$ cat src/rtl/apdu_cc_pkg.sv
// Shared types and constants for the APDU case classifier.
`timescale 1ns / 1ps
`default_nettype none

package apdu_cc_pkg;

	localparam int unsigned CountW   = 17;
	localparam logic [CountW-1:0] CountMax = {CountW{1'b1}};

	// Byte positions and length offsets of the command APDU layout.
	localparam logic [CountW-1:0] IdxLenByte  = CountW'(4);
	localparam logic [CountW-1:0] IdxExtHi    = CountW'(5);
	localparam logic [CountW-1:0] IdxExtLo    = CountW'(6);
	localparam logic [CountW-1:0] LenHeader   = CountW'(4);
	localparam logic [CountW-1:0] LenCase2s   = CountW'(5);
	localparam logic [CountW-1:0] LenExtBad   = CountW'(6);
	localparam logic [CountW-1:0] LenCase2e   = CountW'(7);
	localparam logic [CountW-1:0] OffCase3s   = CountW'(5);
	localparam logic [CountW-1:0] OffCase4s   = CountW'(6);
	localparam logic [CountW-1:0] OffCase3e   = CountW'(7);
	localparam logic [CountW-1:0] OffCase4e   = CountW'(10);

	typedef enum logic [2:0] {
		CASE_NONE = 3'd0,
		CASE_1    = 3'd1,
		CASE_2S   = 3'd2,
		CASE_3S   = 3'd3,
		CASE_4S   = 3'd4,
		CASE_2E   = 3'd5,
		CASE_3E   = 3'd6,
		CASE_4E   = 3'd7
	} apdu_case_t;

	typedef enum logic [1:0] {
		LEN_NONE  = 2'd0,
		LEN_SHORT = 2'd1,
		LEN_EXT   = 2'd3
	} enc_len_t;

	localparam logic STAT_OK  = 1'b0;
	localparam logic STAT_ERR = 1'b1;

	typedef struct packed {
		logic        status;
		apdu_case_t  apdu_case;
		enc_len_t    lc_length;
		logic [15:0] lc_value;
		enc_len_t    le_length;
		logic [15:0] le_value;
	} result_t;

endpackage

`default_nettype wire

$ cat src/rtl/apdu_case_classifier_core.sv
// Top level of the command APDU case classifier.
`timescale 1ns / 1ps
`default_nettype none

// The block takes a command APDU one byte per word on the slave stream, with
// tlast on the final byte, and gives one result word per APDU on the master
// stream: OK or malformed (in tuser), the case (1, 2S, 3S, 4S, 2E, 3E or 4E),
// and Lc and Le with the number of bytes that encode each. Le is reported as
// encoded, so a zero Le is not turned into 256 or 65536. Bytes are taken at
// one per cycle with no gap between APDUs, unless a stalled result has also
// filled the capture stage. The running counters are updated as each byte
// arrives; the final byte's snapshot is captured in one stage, classified by
// a handful of add-and-compare checks, and held in the result register. A
// stalled result blocks input only once the capture stage behind it is also
// full. The byte counter saturates at 131071, and an APDU that long is
// reported as malformed.
module apdu_case_classifier_core (
	input  wire logic        clk,
	input  wire logic        arst_n,
	input  wire logic        s_tvalid,
	output logic             s_tready,
	input  wire logic [7:0]  s_tdata,  // [7:0] data_byte
	input  wire logic        s_tlast,  // last_byte
	output logic             m_tvalid,
	input  wire logic        m_tready,
	output logic [39:0]      m_tdata,  // [2:0] apdu_case, [4:3] lc_length,
	                                   // [20:5] lc_value, [22:21] le_length,
	                                   // [38:23] le_value, [39] zero
	output logic             m_tuser   // status
);

	localparam int unsigned CW = apdu_cc_pkg::CountW;

	// Running state for the APDU being received.
	logic [CW-1:0] byte_count_q;
	logic [7:0]    first_len_byte_q;
	logic [15:0]   extended_lc_q;
	logic [23:0]   tail_window_q;

	// Next values of the running state with the incoming byte applied.
	logic [CW-1:0] count_nx;
	logic [7:0]    b4_nx;
	logic [15:0]   ext_nx;
	logic [23:0]   tail_nx;

	// Snapshot of the finished APDU.
	logic          valid_s1;
	logic [CW-1:0] len_s1;
	logic [7:0]    b4_s1;
	logic [15:0]   ext_s1;
	logic [23:0]   tail_s1;

	apdu_cc_pkg::result_t res_c;
	apdu_cc_pkg::result_t res_q;
	logic                 out_valid_q;

	logic in_fire;
	logic adv_s1;

	// The capture stage moves on when the result register is empty or drained.
	assign adv_s1   = valid_s1 && (!out_valid_q || m_tready);
	assign s_tready = !valid_s1 || adv_s1;
	assign in_fire  = s_tvalid && s_tready;

	always_comb begin
		b4_nx   = first_len_byte_q;
		ext_nx  = extended_lc_q;
		if (byte_count_q == apdu_cc_pkg::IdxLenByte) begin
			b4_nx = s_tdata;
		end
		if (byte_count_q == apdu_cc_pkg::IdxExtHi) begin
			ext_nx[15:8] = s_tdata;
		end
		if (byte_count_q == apdu_cc_pkg::IdxExtLo) begin
			ext_nx[7:0] = s_tdata;
		end
		tail_nx  = {tail_window_q[15:0], s_tdata};
		count_nx = (byte_count_q == apdu_cc_pkg::CountMax) ? byte_count_q
		                                                   : byte_count_q + CW'(1);
	end

	// Running state; it returns to zero after the final byte of each APDU.
	always_ff @(posedge clk or negedge arst_n) begin
		if (!arst_n) begin
			byte_count_q     <= '0;
			first_len_byte_q <= '0;
			extended_lc_q    <= '0;
			tail_window_q    <= '0;
		end else if (in_fire) begin
			if (s_tlast) begin
				byte_count_q     <= '0;
				first_len_byte_q <= '0;
				extended_lc_q    <= '0;
				tail_window_q    <= '0;
			end else begin
				byte_count_q     <= count_nx;
				first_len_byte_q <= b4_nx;
				extended_lc_q    <= ext_nx;
				tail_window_q    <= tail_nx;
			end
		end
	end

	always_ff @(posedge clk or negedge arst_n) begin
		if (!arst_n) begin
			valid_s1 <= 1'b0;
		end else if (in_fire && s_tlast) begin
			valid_s1 <= 1'b1;
		end else if (adv_s1) begin
			valid_s1 <= 1'b0;
		end
	end

	always_ff @(posedge clk) begin
		if (in_fire && s_tlast) begin
			len_s1  <= count_nx;
			b4_s1   <= b4_nx;
			ext_s1  <= ext_nx;
			tail_s1 <= tail_nx;
		end
	end

	// Classification of the captured APDU. Each length test is one 17-bit
	// add and compare against the captured length.
	always_comb begin
		logic [CW-1:0] b4_w;
		logic [CW-1:0] ext_w;
		b4_w  = CW'(b4_s1);
		ext_w = CW'(ext_s1);
		res_c = '{status: apdu_cc_pkg::STAT_ERR, apdu_case: apdu_cc_pkg::CASE_NONE,
		          lc_length: apdu_cc_pkg::LEN_NONE, lc_value: '0,
		          le_length: apdu_cc_pkg::LEN_NONE, le_value: '0};
		priority if (len_s1 < apdu_cc_pkg::LenHeader) begin
			res_c.status = apdu_cc_pkg::STAT_ERR;
		end else if (len_s1 == apdu_cc_pkg::LenHeader) begin
			res_c.status    = apdu_cc_pkg::STAT_OK;
			res_c.apdu_case = apdu_cc_pkg::CASE_1;
		end else if (len_s1 == apdu_cc_pkg::LenCase2s) begin
			res_c.status    = apdu_cc_pkg::STAT_OK;
			res_c.apdu_case = apdu_cc_pkg::CASE_2S;
			res_c.le_length = apdu_cc_pkg::LEN_SHORT;
			res_c.le_value  = {8'h00, b4_s1};
		end else if (b4_s1 != 8'h00) begin
			// Short Lc: reported even when the length does not fit.
			res_c.lc_length = apdu_cc_pkg::LEN_SHORT;
			res_c.lc_value  = {8'h00, b4_s1};
			if (len_s1 == b4_w + apdu_cc_pkg::OffCase3s) begin
				res_c.status    = apdu_cc_pkg::STAT_OK;
				res_c.apdu_case = apdu_cc_pkg::CASE_3S;
			end else if (len_s1 == b4_w + apdu_cc_pkg::OffCase4s) begin
				res_c.status    = apdu_cc_pkg::STAT_OK;
				res_c.apdu_case = apdu_cc_pkg::CASE_4S;
				res_c.le_length = apdu_cc_pkg::LEN_SHORT;
				res_c.le_value  = {8'h00, tail_s1[7:0]};
			end
		end else if (len_s1 == apdu_cc_pkg::LenExtBad) begin
			res_c.status = apdu_cc_pkg::STAT_ERR;
		end else if (len_s1 == apdu_cc_pkg::LenCase2e) begin
			res_c.status    = apdu_cc_pkg::STAT_OK;
			res_c.apdu_case = apdu_cc_pkg::CASE_2E;
			res_c.le_length = apdu_cc_pkg::LEN_EXT;
			res_c.le_value  = ext_s1;
		end else begin
			res_c.lc_length = apdu_cc_pkg::LEN_EXT;
			res_c.lc_value  = ext_s1;
			if (len_s1 == ext_w + apdu_cc_pkg::OffCase3e) begin
				res_c.status    = apdu_cc_pkg::STAT_OK;
				res_c.apdu_case = apdu_cc_pkg::CASE_3E;
			end else if ((len_s1 == ext_w + apdu_cc_pkg::OffCase4e) &&
			             (tail_s1[23:16] == 8'h00)) begin
				res_c.status    = apdu_cc_pkg::STAT_OK;
				res_c.apdu_case = apdu_cc_pkg::CASE_4E;
				res_c.le_length = apdu_cc_pkg::LEN_EXT;
				res_c.le_value  = tail_s1[15:0];
			end
		end
	end

	always_ff @(posedge clk or negedge arst_n) begin
		if (!arst_n) begin
			out_valid_q <= 1'b0;
		end else if (adv_s1) begin
			out_valid_q <= 1'b1;
		end else if (m_tready) begin
			out_valid_q <= 1'b0;
		end
	end

	always_ff @(posedge clk) begin
		if (adv_s1) begin
			res_q <= res_c;
		end
	end

	assign m_tvalid = out_valid_q;
	assign m_tuser  = res_q.status;
	assign m_tdata  = {1'b0, res_q.le_value, res_q.le_length, res_q.lc_value,
	                   res_q.lc_length, res_q.apdu_case};

	// A malformed APDU never carries a case or an Le.
	a_err_no_case: assert property (@(posedge clk) disable iff (!arst_n)
		(out_valid_q && res_q.status == apdu_cc_pkg::STAT_ERR) |->
		(res_q.apdu_case == apdu_cc_pkg::CASE_NONE &&
		 res_q.le_length == apdu_cc_pkg::LEN_NONE && res_q.le_value == 16'h0000))
		else $error("malformed APDU reported with a case or Le");

	// A well-formed APDU always names a case.
	a_ok_has_case: assert property (@(posedge clk) disable iff (!arst_n)
		(out_valid_q && res_q.status == apdu_cc_pkg::STAT_OK) |->
		(res_q.apdu_case != apdu_cc_pkg::CASE_NONE))
		else $error("well-formed APDU without a case");

	// Input is held off only while a finished APDU waits in the capture stage.
	a_stall_cause: assert property (@(posedge clk) disable iff (!arst_n)
		!s_tready |-> (valid_s1 && out_valid_q && !m_tready))
		else $error("input stalled without a pending result");

	// The final byte returns the running state to its reset value.
	a_restart: assert property (@(posedge clk) disable iff (!arst_n)
		(in_fire && s_tlast) |=> (byte_count_q == '0 && tail_window_q == '0))
		else $error("running state not cleared after the final byte");

	// A final byte always yields a captured result in the next cycle.
	a_capture: assert property (@(posedge clk) disable iff (!arst_n)
		(in_fire && s_tlast) |=> valid_s1)
		else $error("final byte did not reach the capture stage");

endmodule

`default_nettype wire
$ cat config.mk
export PLATFORM = sky130hd
export DESIGN_NAME = apdu_case_classifier_core
export DESIGN_NICKNAME = d
export VERILOG_FILES = /design/src/rtl/apdu_cc_pkg.sv /design/src/rtl/apdu_case_classifier_core.sv
export SDC_FILE = /design/constraint.sdc
export NUM_CORES = 1
export LEC_CHECK = 0
export ABC_AREA = 1
export BUFFER_PORTS_ARGS = -buffer_cell sky130_fd_sc_hd__buf_2
export CAP_MARGIN = 30
export CELL_PAD_IN_SITES_DETAIL_PLACEMENT = 0
export CELL_PAD_IN_SITES_GLOBAL_PLACEMENT = 2
export CORE_MARGIN = 2
export CORE_UTILIZATION = 35
export DETAILED_ROUTE_END_ITERATION = 8
export PLACE_DENSITY = 0.74
export SYNTH_ARGS = -nofsm -noshare
export SYNTH_HDL_FRONTEND = slang
export SYNTH_SLANG_ARGS = --single-unit
$ cat constraint.sdc
create_clock -name clk -period 3.65 [get_ports clk]
set_input_delay 0.365 -clock clk [delete_from_list [all_inputs] [get_ports clk]]
set_output_delay 0.365 -clock clk [all_outputs]
set_load 0.01 [all_outputs]
==> results.md, run 1 <==
Floorplanning:
- The initial utilization of the core area, before any placement, comes to 0.3526.
- In this run the core area contains 57 standard-cell rows.
- The area of the die is around 0.026 mm^2.
- The die outline height is between 150 and 200 um.
- The horizontal die dimension is 159.8 um.
- Pin placement for this block handled 56 I/O pins.
- The floorplan step defined a core boundary enclosing 0.02411 mm^2.

Synth:
- The number of synthesized register bits is roughly 160.
- The area share of the largest cell type after synthesis is 0.3710.
- The synthesized design contains between 100 and 150 enable-type register cells.
- By area the synthesized netlist is led by sky130_fd_sc_hd__edfxtp_1 (37%), sky130_fd_sc_hd__dfrtp_1 (17%), sky130_fd_sc_hd__nand2_1 (8.0%), sky130_fd_sc_hd__inv_1 (5.0%), sky130_fd_sc_hd__o21ai_0 (4.1%).
- Of the total synthesized cell area, the portion taken by XOR and XNOR cells is 0.04946.
- After synthesis, the share of flip-flops with an asynchronous set or reset is 0.3598.
- The adder-cell share of the synthesized area is 0.01767.
- The most used flip-flop cell after synthesis is sky130_fd_sc_hd__edfxtp_1.
- Measured against the total synthesized area, the mux share comes to 0.003975.
- The post-synthesis simple-gate area fraction is 0.2004.
- Yosys printed 0 warnings.
- The cell area after synthesis is roughly 0.0085 mm^2.
- The net count after synthesis is around 930.
- The dominant cell type by area after synthesis is sky130_fd_sc_hd__edfxtp_1.
- Synthesis produced ~910 cells.
- The largest family of logic cells by synthesized area is simple AND/OR/NAND/NOR gates.
- For this run, the register share of the synthesized area comes to 0.5447.
- Dividing the synthesized area by the synthesized cell count gives between 9 and 10 um^2.
- In this run, distinct cell masters in the synthesized netlist total 47.
- The share of the synthesized area in compound gates (AO/OA/AOI/OAI) came to 0.1157.

Clock tree:
- The clock net in this run drives a total of 164 sinks.
- In this run, post-CTS hold repair placed 0 buffers.
- The post-CTS setup buffer count is 0.
- The post-CTS clock slew at the launch and capture registers of the worst setup and hold paths is 0.07 ns.
- TritonCTS built the clock tree.
- The clock latency of the later-clocked register in the worst-skew pair is ~0.43 ns.
- The H-tree depth is 4.
- The clock passes through at most 2 buffers.
- In this run the clock root is driven by a sky130_fd_sc_hd__clkbuf_16.
- The number of clock buffers inserted by TritonCTS is 17.
- The quantity of gates resized following cts is 0.

Placed design:
- Routability-driven placement finished with a final weighted congestion of about 0.85.
- Summing all placed instances gives a cell area of 0.009173 mm^2.
- Summed over all nets, the half-perimeter wirelength after detailed placement is about 18,000 um.
- The number of I/O port buffers is 54.
- In this run, placement finished with an instance count of about 1,300.

Timing:
- The worst relative slew slack is 0.4033.
- Setup repair after global routing left no endpoint under its margin.
- The final count of negative-setup-slack endpoints is 0.
- Of the available clock period, the critical path in the final layout requires 0.7964.
- The max-slew violation total from the final report was 0.
- Summed over all failing endpoints, the final setup total negative slack is 0 ns.
- The final hold violation count came to 0.
- The clock period could shrink to between 2 and 3 ns.
- The actual transition at the worst max-transition pin is approximately 0.89 ns.
- On the final layout, the worst clock skew is 0.01149 ns.
- The timing-limited maximum frequency is 344.0 MHz.

Route:
- After detailed routing, the total wire length is around 24,000 um.
- The average routed wire per standard cell is 18.50 um.
- The detailed-route via count is roughly 6,400.
- After detailed routing, the number of vias per cell comes to around 4.9.
- The residual antenna-violating net count after detailed routing is 0.
- The count of routing violations after the opening detailed-route iteration is around 550.
- The number of iterations in the first detailed-routing pass is 5.
- The number of design rule violations left after detail routing is 0.

Cells and area:
- The total non-filler cell area in the finished layout is 0.009771 mm^2.
- For this run, the share of the core covered by cells in the final layout is 0.4053.
- The fraction of layout instances using a drive strength above 1 is 0.1619.
- The most frequent standard cell in the layout excluding fill and tap cells is sky130_fd_sc_hd__nand2_1.
- The number of antenna diodes is 0.
- The net count of the finished layout is between 900 and 1,000.
- The filler-free cell count of the finished design is ~1,300.
- The top cell types in the final layout, fill and taps aside, are sky130_fd_sc_hd__nand2_1 (181), sky130_fd_sc_hd__inv_1 (113), sky130_fd_sc_hd__edfxtp_1 (105), sky130_fd_sc_hd__o21ai_0 (70), sky130_fd_sc_hd__nor2_1 (69).
- The area growth from synthesis to layout is 14.96%.

Global routing:
- The first-pass GRT wire length is 37,870 um.
- The global router's overall resource usage is 0.1949.
- The initial antenna violation count came to 0.
- The total overflow left after global routing is 0.
- The maximum number of pins on one net before global-route repair is 41.
- The number of global-route vias before repair is about 6,400.

Power:
- The analysis attributes to cell leakage a power of slightly above 4 nW.
- Across the VDD grid, the largest voltage drop is approximately 300 uV.
- For this design the ratio of total power to cell area is between 400 and 500 mW/mm^2.
- The total design power is 4.391 mW.

Worst setup path:
- At the worst endpoint, the arrival time is 3.08 ns.
- The kind of start point of the critical path is a register.
- Data on the critical path is required at its endpoint by ~3.8 ns.
- The worst setup path is of the register to register kind.
- The type of destination of the critical path is a register.
- Along the worst path, the maximum fanout reaches 12.

Worst hold path:
- The path category of the worst min-delay check is input port to async pin.

Status:
- The run finished with clean final reports.

Run:
- The tool flagged a number of max-cap violations equal to 0.
## worst max-delay path: stages (launching register included)
cell and delay (ns):
sky130_fd_sc_hd__edfxtp_1 0.52, sky130_fd_sc_hd__inv_2 0.12, sky130_fd_sc_hd__nor2_1 0.10, sky130_fd_sc_hd__inv_1 0.10, sky130_fd_sc_hd__nor2_2 0.30, sky130_fd_sc_hd__nand3_1 0.45
sky130_fd_sc_hd__inv_2 0.36, sky130_fd_sc_hd__nor2_4 0.11, sky130_fd_sc_hd__inv_2 0.20, sky130_fd_sc_hd__nor2_4 0.05, sky130_fd_sc_hd__inv_2 0.21, sky130_fd_sc_hd__o21ai_1 0.11
## metal layers
metal,wire (um),vias to the layer above,track usage,part of all wire
li1,-,3180,-,-
met1,11770,3125,0.2841,0.49
met2,11190,120,0.3058,0.46
met3,784,22,0.02364,0.032
met4,418,0,0.05774,0.017
met5,0,-,0,0
## final timing paths
path / start / endpoint / slack, ns / cells after the start
worst max-delay path: len_s1[2] / m_tdata[6] / 0.74 / 11
worst min-delay path: arst_n / byte_count_q[10] / 0.06 / 1
worst max register to register: len_s1[2] / m_tdata[6] / 0.74 / 11
worst min register to register: tail_window_q[10] / tail_s1[18] / 0.45 / 0
max in group asynchronous: arst_n / extended_lc_q[12] / 2.73 / 2
min in group clk: s_tdata[4] / tail_s1[4] / 0.12 / 1
## per-stage QoR
| stage | worst slack [ns] | hold slack [ns] |
|---|---|---|
| global route | 0.5419 | 0.1133 |
| finish | 0.7430 | 0.05844 |
| floorplan | 0.5806 | 0.06941 |
| detailed placement | 0.7454 | 0.4357 |
| CTS | 0.7410 | 0.08920 |
| global placement | 0.7227 | 0.4307 |
## where the power goes
part           internal [mW]  total (mW)  switching, mW
Clock                   1.03        1.84          0.813
Sequential              2.09        2.16         0.0753
Combinational          0.120       0.390          0.270
## state kept, by name, summed over array words and instances (netlist names)
register,cells
m_tdata,39
tail_window_q,16
valid_s1,1
byte_count_q,17
m_tuser,1
ext_s1,16
tail_s1,24
first_len_byte_q,8
b4_s1,8
extended_lc_q,16
len_s1,17
m_tvalid,1
## layout make-up
| class | instances | area [um^2] |
|---|---|---|
| Timing Repair Buffer | 62 | 330.3 |
| Fill cell | 2485 | 14340 |
| Multi-Input combinational cell | 598 | 3322 |
| Inverter | 126 | 485.5 |
| Clock inverter | 15 | 172.7 |
| Tap cell | 324 | 405.4 |
| Sequential cell | 164 | 4629 |
| Clock buffer | 17 | 425.4 |
## cell families (layout without fill, tap and decap cells)
| logic type | after synthesis | in the layout |
|---|---|---|
| buf+inv | 147 | 220 |
| other cells | 1 | 1 |
| flops | 164 | 164 |
| xor+xnor | 48 | 48 |
| simple gates | 373 | 373 |
| mux | 3 | 3 |
| compound gates | 161 | 161 |
| fa+ha+maj | 12 | 12 |
## cells in the mapped netlist (2+ instances only)
master	n
sky130_fd_sc_hd__inv_1	113
sky130_fd_sc_hd__o22ai_1	17
sky130_fd_sc_hd__ha_1	12
sky130_fd_sc_hd__a31oi_1	2
sky130_fd_sc_hd__nor3_1	16
sky130_fd_sc_hd__nor3_2	2
sky130_fd_sc_hd__nor2_2	11
sky130_fd_sc_hd__a21oi_2	9
sky130_fd_sc_hd__nor2_1	71
sky130_fd_sc_hd__xnor2_1	10
sky130_fd_sc_hd__o2111ai_1	2
sky130_fd_sc_hd__nor3b_1	3
sky130_fd_sc_hd__nand2_2	16
sky130_fd_sc_hd__clkbuf_1	15
sky130_fd_sc_hd__o21bai_1	2
sky130_fd_sc_hd__a22o_1	25
sky130_fd_sc_hd__clkinv_1	2
sky130_fd_sc_hd__a21oi_1	22
sky130_fd_sc_hd__nand2_1	181
sky130_fd_sc_hd__o211ai_1	2
sky130_fd_sc_hd__dfrtp_1	59
sky130_fd_sc_hd__o21ai_0	70
sky130_fd_sc_hd__edfxtp_1	105
sky130_fd_sc_hd__buf_2	2
sky130_fd_sc_hd__buf_4	2
sky130_fd_sc_hd__nand3_1	43
sky130_fd_sc_hd__inv_2	10
sky130_fd_sc_hd__xor2_1	38
sky130_fd_sc_hd__nand4_1	15
sky130_fd_sc_hd__o21ai_1	7
sky130_fd_sc_hd__mux2_2	3
sky130_fd_sc_hd__nor4_1	3
sky130_fd_sc_hd__nor2_4	5
No activity file was read; power rests on OpenSTA's default activity.
==> run 2: changes to the inputs <==
CORE_UTILIZATION = 39   (was 35)
PLACE_DENSITY = 0.78   (was 0.74)
clock period = 3 ns   (was 3.65 ns; I/O delays follow)
==> run 2 against run 1 <==
- clock skew grew 0.0034 ns
- first-iteration DRC count fell by 14%
- largest cell class unchanged
- clock-buffer cell count up 2
- clock power is 20% higher
- die area down 10%
- register-to-register slack got worse by 0.44 ns
- non-clock buffer count rose by 8
- utilization rose by 4.8 points
- sequential share of layout area decreased by 0.15 points
- sequential cell count unchanged
==> results.md, run 2 (synthesis gave the netlist of run 1 again) <==
Cells and area:
- The flip-flop count of the largest register after layout is 39 (unchanged).
- The total non-filler cell area in the finished layout is 0.009801 mm^2 (was 0.009771 mm^2).
- The net count of the finished layout came to 1,002 (was 994).
- The fraction of layout instances using a drive strength above 1 was 0.1687 (was 0.1619).
- The number of fillers in the final layout is 2,151 (was 2,485).
- Commonest non-fill, non-tap cells in the layout: sky130_fd_sc_hd__nand2_1 (181), sky130_fd_sc_hd__inv_1 (113), sky130_fd_sc_hd__edfxtp_1 (105), sky130_fd_sc_hd__o21ai_0 (70), sky130_fd_sc_hd__nor2_1 (69) (unchanged).
- The most frequent standard cell in the layout excluding fill and tap cells is sky130_fd_sc_hd__nand2_1 (unchanged).
- The synthesis-to-layout area growth is 15.31% (was 14.96%).
- The area of combinational cells with multiple inputs is 0.003322 mm^2 (unchanged).
- The number of antenna diodes is 0 (unchanged).
- The sequential cell area is 0.004629 mm^2 (unchanged).

Timing:
- Unrepaired setup endpoints after global routing: no (unchanged).
- The timing-limited maximum frequency is 371.2 MHz (was 344.0 MHz).
- The actual transition at the worst max-transition pin is 0.7226 ns (was 0.8950 ns).
- The final count of negative-setup-slack endpoints is 0 (unchanged).
- The final critical path time including I/O delays and setup is 2.694 ns (was 2.907 ns).
- The worst relative slew slack is 0.5177 (was 0.4033).
- The final critical-path share of the clock period is 0.8979 (was 0.7964).
- The sum of negative setup slack is 0 ns (unchanged).
- The final hold violation count is 0 (unchanged).
- The max-slew violation total from the final report was 0 (unchanged).
- The worst hold slack across all endpoints is 0.06324 ns (was 0.05844 ns).
- The final worst clock skew was 0.01486 ns (was 0.01149 ns).
- The final worst slack is 0.3064 ns (was 0.7430 ns).

Clock tree:
- The post-CTS clock slew at the launch and capture registers of the worst setup and hold paths came to 0.07 ns (about the same).
- The clock tree from TritonCTS is done (unchanged).
- The post-CTS setup buffer count is 0 (unchanged).
- The number of sinks driven by the clock tree is 164 (unchanged).
- The clock latency of the later-clocked register in the worst-skew pair is 0.43 ns (about the same).
- The number of clock buffers inserted by TritonCTS came to 17 (unchanged).
- The H-tree depth was 4 (unchanged).
- The buffer depth of the longest clock path is 2 (unchanged).
- The library cell used as clock root buffer was sky130_fd_sc_hd__clkbuf_16 (unchanged).

Placed design:
- The number of I/O port buffers is 54 (unchanged).
- The worst slack at placement is 0.3322 ns (was 0.7454 ns).
- The routability congestion estimate from global placement was 0.8525 (was 0.8481).
- The detailed-placement wirelength estimate was 17,130 um (was 17,940 um).
- The placed cell area came to 0.009195 mm^2 (was 0.009173 mm^2).

Power:
- The peak supply drop is 364.1 uV (was 295.4 uV).
- The combinational power share is 0.090 (was 0.089).
- The internal power is 3.909 mW (was 3.232 mW).
- The cell area power density is 541.5 mW/mm^2 (was 449.4 mW/mm^2).
- The part of the total power dissipated in the clock network is 0.415 (was 0.419).
- The switching share of power was 0.2634 (was 0.2638).
- The net switching component of the power is 1.398 mW (was 1.158 mW).
- The part of the power in registers is 0.495 (was 0.492).
- The static power due to leakage is 4.174 nW (was 4.134 nW).

Route:
- The total routed wirelength is 23,050 um (was 24,170 um).
- The detailed-route via count was 6,366 (was 6,447).
- The residual antenna-violating net count after detailed routing is 0 (unchanged).
- The number of design rule violations left after detail routing was 0 (unchanged).
- The average routed wire per standard cell was 18.15 um (was 18.50 um).
- The number of vias per cell is 5.013 (was 4.936).
- The number of iterations in the first detailed-routing pass is 5 (unchanged).
- The count of routing violations after the opening detailed-route iteration is 475 (was 554).

Floorplanning:
- The core footprint is 0.02162 mm^2 (was 0.02411 mm^2).
- The number of primary I/O pins came to 56 (unchanged).
- The horizontal die dimension is 151.6 um (was 159.8 um).
- The floorplan row count came to 54 (was 57).
- The area of the die came to 0.02299 mm^2 (was 0.02555 mm^2).
- The initial core utilization is 0.3931 (was 0.3526).
- The die outline height was 151.6 um (was 159.8 um).

Worst setup path:
- The kind of start point of the critical path is a register (unchanged).
- The kind of cell with the highest combined delay on the critical path is simple AND/OR/NAND/NOR gates (unchanged).
- The library cell contributing the largest single delay on the critical path is sky130_fd_sc_hd__edfxtp_1 (unchanged).
- The worst stage delay on the critical path is 0.56 ns (was 0.52 ns).
- The type of destination of the critical path is a register (unchanged).
- The critical path buffer and inverter count is 2 (was 5).
- The flop-to-flop setup slack is 0.31 ns (was 0.74 ns).
- The largest fanout on the critical path is 5 (was 12).
- The most common cell type on the critical path is sky130_fd_sc_hd__nand2_1 (was sky130_fd_sc_hd__inv_2).
- The data arrival time of the worst path was 2.96 ns (was 3.08 ns).
- The required arrival time at the worst endpoint is 3.27 ns (was 3.82 ns).
- Ordered cell list for the critical path: inv_1, ha_1, inv_1, nand2_1, nand2_1, nor2_1, nand2_1, nor3_1, nand3_1, nor2_1, nand4_2, nand2_2, nand2_4, nand2_1, nand2_1, a21oi_2 (was inv_2, nor2_1, inv_1, nor2_2, nand3_1, inv_2, nor2_4, inv_2, nor2_4, inv_2, o21ai_1).
- The type of the setup path with the least slack is register to register (unchanged).

Run:
- The reported max-cap violation count is 0 (unchanged).

Global routing:
- The global router's overall resource usage is 0.2152 (was 0.1949).
- The maximum number of pins on one net before global-route repair is 67 (was 41).
- The initial antenna violation count was 0 (unchanged).
- The total congestion overflow was 0 (unchanged).
- The first-pass GRT wire length is 36,660 um (was 37,870 um).
- The number of global-route vias before repair was 6,294 (was 6,394).

Status:
- Run status: complete, no violations (unchanged).

Worst hold path:
- The path category of the worst min-delay check is input port to register (was input port to async pin).
==> run 2: changes by cell type in the layout (fill, tap and decap cells not counted), sizes merged <==
cell,previous run,this run
bufinv,2,1
clkinvlp,1,3
dlygate4sd3,0,1
clkinv,10,7
buf,62,69
clkbuf,17,19
==> run 2: routing by layer <==
| layer | GRT usage | routed length (um) | up-vias |
|---|---|---|---|
| li1 | - | - | 3189 |
| met4 | 0.06343 | 454 | 0 |
| met5 | 0 | 0 | - |
| met1 | 0.3183 | 11470 | 3024 |
| met3 | 0.03293 | 736 | 27 |
| met2 | 0.3276 | 10390 | 126 |
==> run 2: what timing repair did <==
item	in CTS	in global routing
hold buffers	1	0
hold endpoints to repair	59	0
gates resized for setup	0	0
==> run 2: power groups by stage <==
stage,logic (mW),clock network (mW),registers [mW]
after global placement,0.487,0,2.67
final,0.478,2.20,2.63
after global routing,0.542,2.34,2.64
after CTS,0.488,2.25,2.63
after floorplan,0.294,0,2.66
after detailed placement,0.484,0,2.67
==> run 2: final cells by class <==
| cell class | instances | area share |
|---|---|---|
| Sequential cell | 164 | 0.4724 |
| Multi-Input combinational cell | 598 | 0.3390 |
| Clock inverter | 13 | 0.01443 |
| Inverter | 126 | 0.04953 |
| Tap cell | 280 | 0.03575 |
| Timing Repair Buffer | 70 | 0.04264 |
| Clock buffer | 19 | 0.04634 |
==> run 2: final timing paths <==
kind | startpoint | end | cells past startpoint
hold reg to reg | tail_window_q[12] | tail_s1[20] | 0
setup reg to reg | ext_s1[2] | m_tdata[0] | 16
setup / recovery | ext_s1[2] | m_tdata[0] | 16
min in group asynchronous | arst_n | first_len_byte_q[6] | 3
hold / removal | s_tdata[4] | tail_s1[4] | 1
max in group asynchronous | arst_n | extended_lc_q[13] | 3
==> run 2: stage by stage <==
| stage | instances | total power, mW | util |
|---|---|---|---|
| 3_5_place_dp | 1237 | 3.158 | 0.4253 |
| 4_1_cts | 1270 | 5.361 | 0.4533 |
| 6_report | 1270 | 5.307 | 0.4533 |
| 5_1_grt | 1270 | 5.520 | 0.4533 |
| 2_1_floorplan | 909 | 2.952 | - |
| 3_3_place_gp | 1237 | 3.160 | 0.4253 |
==> run 3: changes to the inputs <==
==> constraint.sdc (replaced) <==
create_clock -name clk -period 3 [get_ports clk]
set_input_delay 0.6 -clock clk [delete_from_list [all_inputs] [get_ports clk]]
set_output_delay 0.6 -clock clk [all_outputs]
set_load 0.01 [all_outputs]
==> run 3 against run 2 <==
- global-route usage down 0.47 points
- final cell count hardly changed
- first-iteration DRC count shrank 14%
- maximum frequency rose by 3.4%
- critical path depth is 2 lower
- power shrank 1.9%
- hold slack improved by 0.098 ns
- register-to-register slack better by 0.09 ns
- critical endpoint is now m_tuser
- non-clock buffer count is 1 higher
==> results.md, run 3 (synthesis gave the netlist of run 1 again) <==
Global routing:
- The global router's overall resource usage is 0.2105 (was 0.2152).
- The first-pass GRT wire length came to 35,750 um (was 36,660 um).
- The total congestion overflow was 0 (unchanged).
- The number of global-route vias before repair is 6,251 (was 6,294).
- The initial antenna violation count came to 0 (unchanged).
- The maximum number of pins on one net before global-route repair is 67 (unchanged).

Power:
- The total design power was 5.205 mW (was 5.307 mW).
- The static power due to leakage is 4.174 nW (about the same).
- The peak supply drop was 394.7 uV (was 364.1 uV).
- The cell area power density is 532.9 mW/mm^2 (was 541.5 mW/mm^2).

Timing:
- The final hold violation count is 0 (unchanged).
- The final count of negative-setup-slack endpoints is 0 (unchanged).
- The final worst slack came to 0.3940 ns (was 0.3064 ns).
- The timing-limited maximum frequency is 383.7 MHz (was 371.2 MHz).
- The max-slew violation total from the final report came to 0 (unchanged).
- The worst relative slew slack is 0.5463 (was 0.5177).
- The actual transition at the worst max-transition pin is 0.6798 ns (was 0.7226 ns).
- The worst hold slack across all endpoints is 0.1615 ns (was 0.06324 ns).
- Unrepaired setup endpoints after global routing: no (unchanged).
- The sum of negative setup slack is 0 ns (unchanged).
- The final critical path time including I/O delays and setup came to 2.606 ns (was 2.694 ns).
- The final critical-path share of the clock period came to 0.8687 (was 0.8979).
- The final worst clock skew is 0.01218 ns (was 0.01486 ns).

Worst setup path:
- The depth of the critical timing path with buffers and inverters included is 14 (was 16).
- The required arrival time at the worst endpoint is 3.19 ns (was 3.27 ns).
- The type of the setup path with the least slack is register to register (unchanged).
- The kind of cell with the highest combined delay on the critical path is simple AND/OR/NAND/NOR gates (unchanged).
- The beginning of the worst register-to-register path is ext_s1[1] (was ext_s1[2]).
- The flop-to-flop setup slack came to 0.39 ns (was 0.31 ns).
- The kind of start point of the critical path is a register (unchanged).
- Ordered cell list for the critical path: inv_1, ha_1, nand2_1, nand2_1, nor2_1, nand3_1, xor2_1, xor2_1, nor2_1, nand3_1, nand3_1, nand2_1, nand2_1, nand2_1 (was inv_1, ha_1, inv_1, nand2_1, nand2_1, nor2_1, nand2_1, nor3_1, nand3_1, nor2_1, nand4_2, nand2_2, nand2_4, nand2_1, nand2_1, a21oi_2).
- The data arrival time of the worst path is 2.79 ns (was 2.96 ns).
- The worst stage delay on the critical path is 0.42 ns (was 0.56 ns).
- The worst reg2reg path endpoint is m_tuser (was m_tdata[0]).
- The depth of the worst register-to-register path is 14 (was 16).
- The type of destination of the critical path is a register (unchanged).
- The library cell contributing the largest single delay on the critical path is sky130_fd_sc_hd__edfxtp_1 (unchanged).
- The critical path buffer and inverter count came to 1 (was 2).
- The most common cell type on the critical path is sky130_fd_sc_hd__nand2_1 (unchanged).
- The startpoint of the most critical setup path is ext_s1[1] (was ext_s1[2]).
- The last element of the critical path is m_tuser (was m_tdata[0]).
- The largest fanout on the critical path was 6 (was 5).

Placed design:
- The detailed-placement wirelength estimate came to 17,360 um (was 17,130 um).
- The placed cell area is 0.009198 mm^2 (was 0.009195 mm^2).
- The number of I/O port buffers was 54 (unchanged).
- The number of placed instances, taps included came to 1,239 (was 1,237).
- The worst slack at placement is 0.4001 ns (was 0.3322 ns).
- The routability congestion estimate from global placement is 0.8682 (was 0.8525).

Worst hold path:
- The path category of the worst min-delay check is input port to async pin (was input port to register).

Clock tree:
- The H-tree depth was 4 (unchanged).
- The clock tree from TritonCTS is done (unchanged).
- The post-CTS setup buffer count is 0 (unchanged).
- The clock latency of the later-clocked register in the worst-skew pair is 0.43 ns (about the same).
- The post-CTS clock slew at the launch and capture registers of the worst setup and hold paths is 0.07 ns (about the same).
- The number of sinks driven by the clock tree is 164 (unchanged).
- The number of clock buffers inserted by TritonCTS is 17 (unchanged).
- The buffer depth of the longest clock path came to 2 (unchanged).
- The library cell used as clock root buffer is sky130_fd_sc_hd__clkbuf_16 (unchanged).
- The quantity of gates resized following cts was 0 (unchanged).
- The hold buffer count at cts was 0 (was 1).

Route:
- The detailed-route via count came to 6,410 (was 6,366).
- The count of routing violations after the opening detailed-route iteration is 409 (was 475).
- The number of vias per cell came to 5.043 (was 5.013).
- The residual antenna-violating net count after detailed routing came to 0 (unchanged).
- The average routed wire per standard cell is 18.10 um (was 18.15 um).
- The total routed wirelength is 23,000 um (was 23,050 um).
- The number of design rule violations left after detail routing is 0 (unchanged).
- The number of iterations in the first detailed-routing pass is 5 (unchanged).

Floorplanning:
- The number of primary I/O pins came to 56 (unchanged).
- The area of the die is 0.02299 mm^2 (unchanged).
- The horizontal die dimension was 151.6 um (unchanged).
- The initial core utilization was 0.3931 (unchanged).
- The core footprint is 0.02162 mm^2 (unchanged).
- The floorplan row count is 54 (unchanged).
- The die outline height is 151.6 um (unchanged).

Cells and area:
- The fraction of layout instances using a drive strength above 1 is 0.1705 (was 0.1687).
- The synthesis-to-layout area growth is 14.91% (was 15.31%).
- The total non-filler cell area in the finished layout is 0.009767 mm^2 (was 0.009801 mm^2).
- The number of antenna diodes came to 0 (unchanged).
- The number of fillers in the final layout is 2,161 (was 2,151).
- The net count of the finished layout was 1,003 (was 1,002).
- The end-of-flow core utilization is 0.4517 (was 0.4533).
- The sequential cell area is 0.004629 mm^2 (unchanged).
- The flip-flop count of the largest register after layout is 39 (unchanged).
- Commonest non-fill, non-tap cells in the layout: sky130_fd_sc_hd__nand2_1 (181), sky130_fd_sc_hd__inv_1 (113), sky130_fd_sc_hd__edfxtp_1 (105), sky130_fd_sc_hd__o21ai_0 (70), sky130_fd_sc_hd__nor2_1 (69) (unchanged).
- The area of combinational cells with multiple inputs is 0.003322 mm^2 (unchanged).
- The most frequent standard cell in the layout excluding fill and tap cells is sky130_fd_sc_hd__nand2_1 (unchanged).
- The filler-free cell count of the finished design was 1,271 (was 1,270).

Run:
- The reported max-cap violation count is 0 (unchanged).

Status:
- Run status: complete, no violations (unchanged).
run 3: worst register-to-register path, stage by stage (launching register included):
cell	delay [ns]
sky130_fd_sc_hd__edfxtp_1	0.42
sky130_fd_sc_hd__inv_1	0.18
sky130_fd_sc_hd__ha_1	0.25
sky130_fd_sc_hd__nand2_1	0.08
sky130_fd_sc_hd__nand2_1	0.08
sky130_fd_sc_hd__nor2_1	0.21
sky130_fd_sc_hd__nand3_1	0.18
sky130_fd_sc_hd__xor2_1	0.19
sky130_fd_sc_hd__xor2_1	0.15
sky130_fd_sc_hd__nor2_1	0.12
sky130_fd_sc_hd__nand3_1	0.18
sky130_fd_sc_hd__nand3_1	0.12
sky130_fd_sc_hd__nand2_1	0.08
sky130_fd_sc_hd__nand2_1	0.07
sky130_fd_sc_hd__nand2_1	0.05
run 3: how the worst min path moves through the flow:
stage,end,slack (ns),cells after the start
2_1_floorplan,byte_count_q[0],0.30,0
6_report,tail_window_q[10],0.16,1
3_3_place_gp,tail_s1[10],0.43,0
5_1_grt,tail_window_q[10],0.19,1
3_5_place_dp,tail_s1[13],0.43,0
4_1_cts,first_len_byte_q[7],0.17,1
run 3: layout make-up:
cell class	instances	share of cell area
Clock buffer	18	0.04394
Clock inverter	14	0.01435
Inverter	126	0.04971
Multi-Input combinational cell	598	0.3401
Sequential cell	164	0.4740
Timing Repair Buffer	71	0.04202
Tap cell	280	0.03587
run 3: metal layers:
layer	track usage	wire, um	up-vias
met2	0.3247	10470	109
li1	-	-	3198
met3	0.03054	815	21
met1	0.3077	11350	3082
met5	0	0	-
met4	0.06481	369	0
run 3: power by group:
part	total [mW]	switching (mW)	internal, mW
logic	0.480	0.328	0.152
registers	2.62	0.0864	2.54
clock network	2.10	0.996	1.11
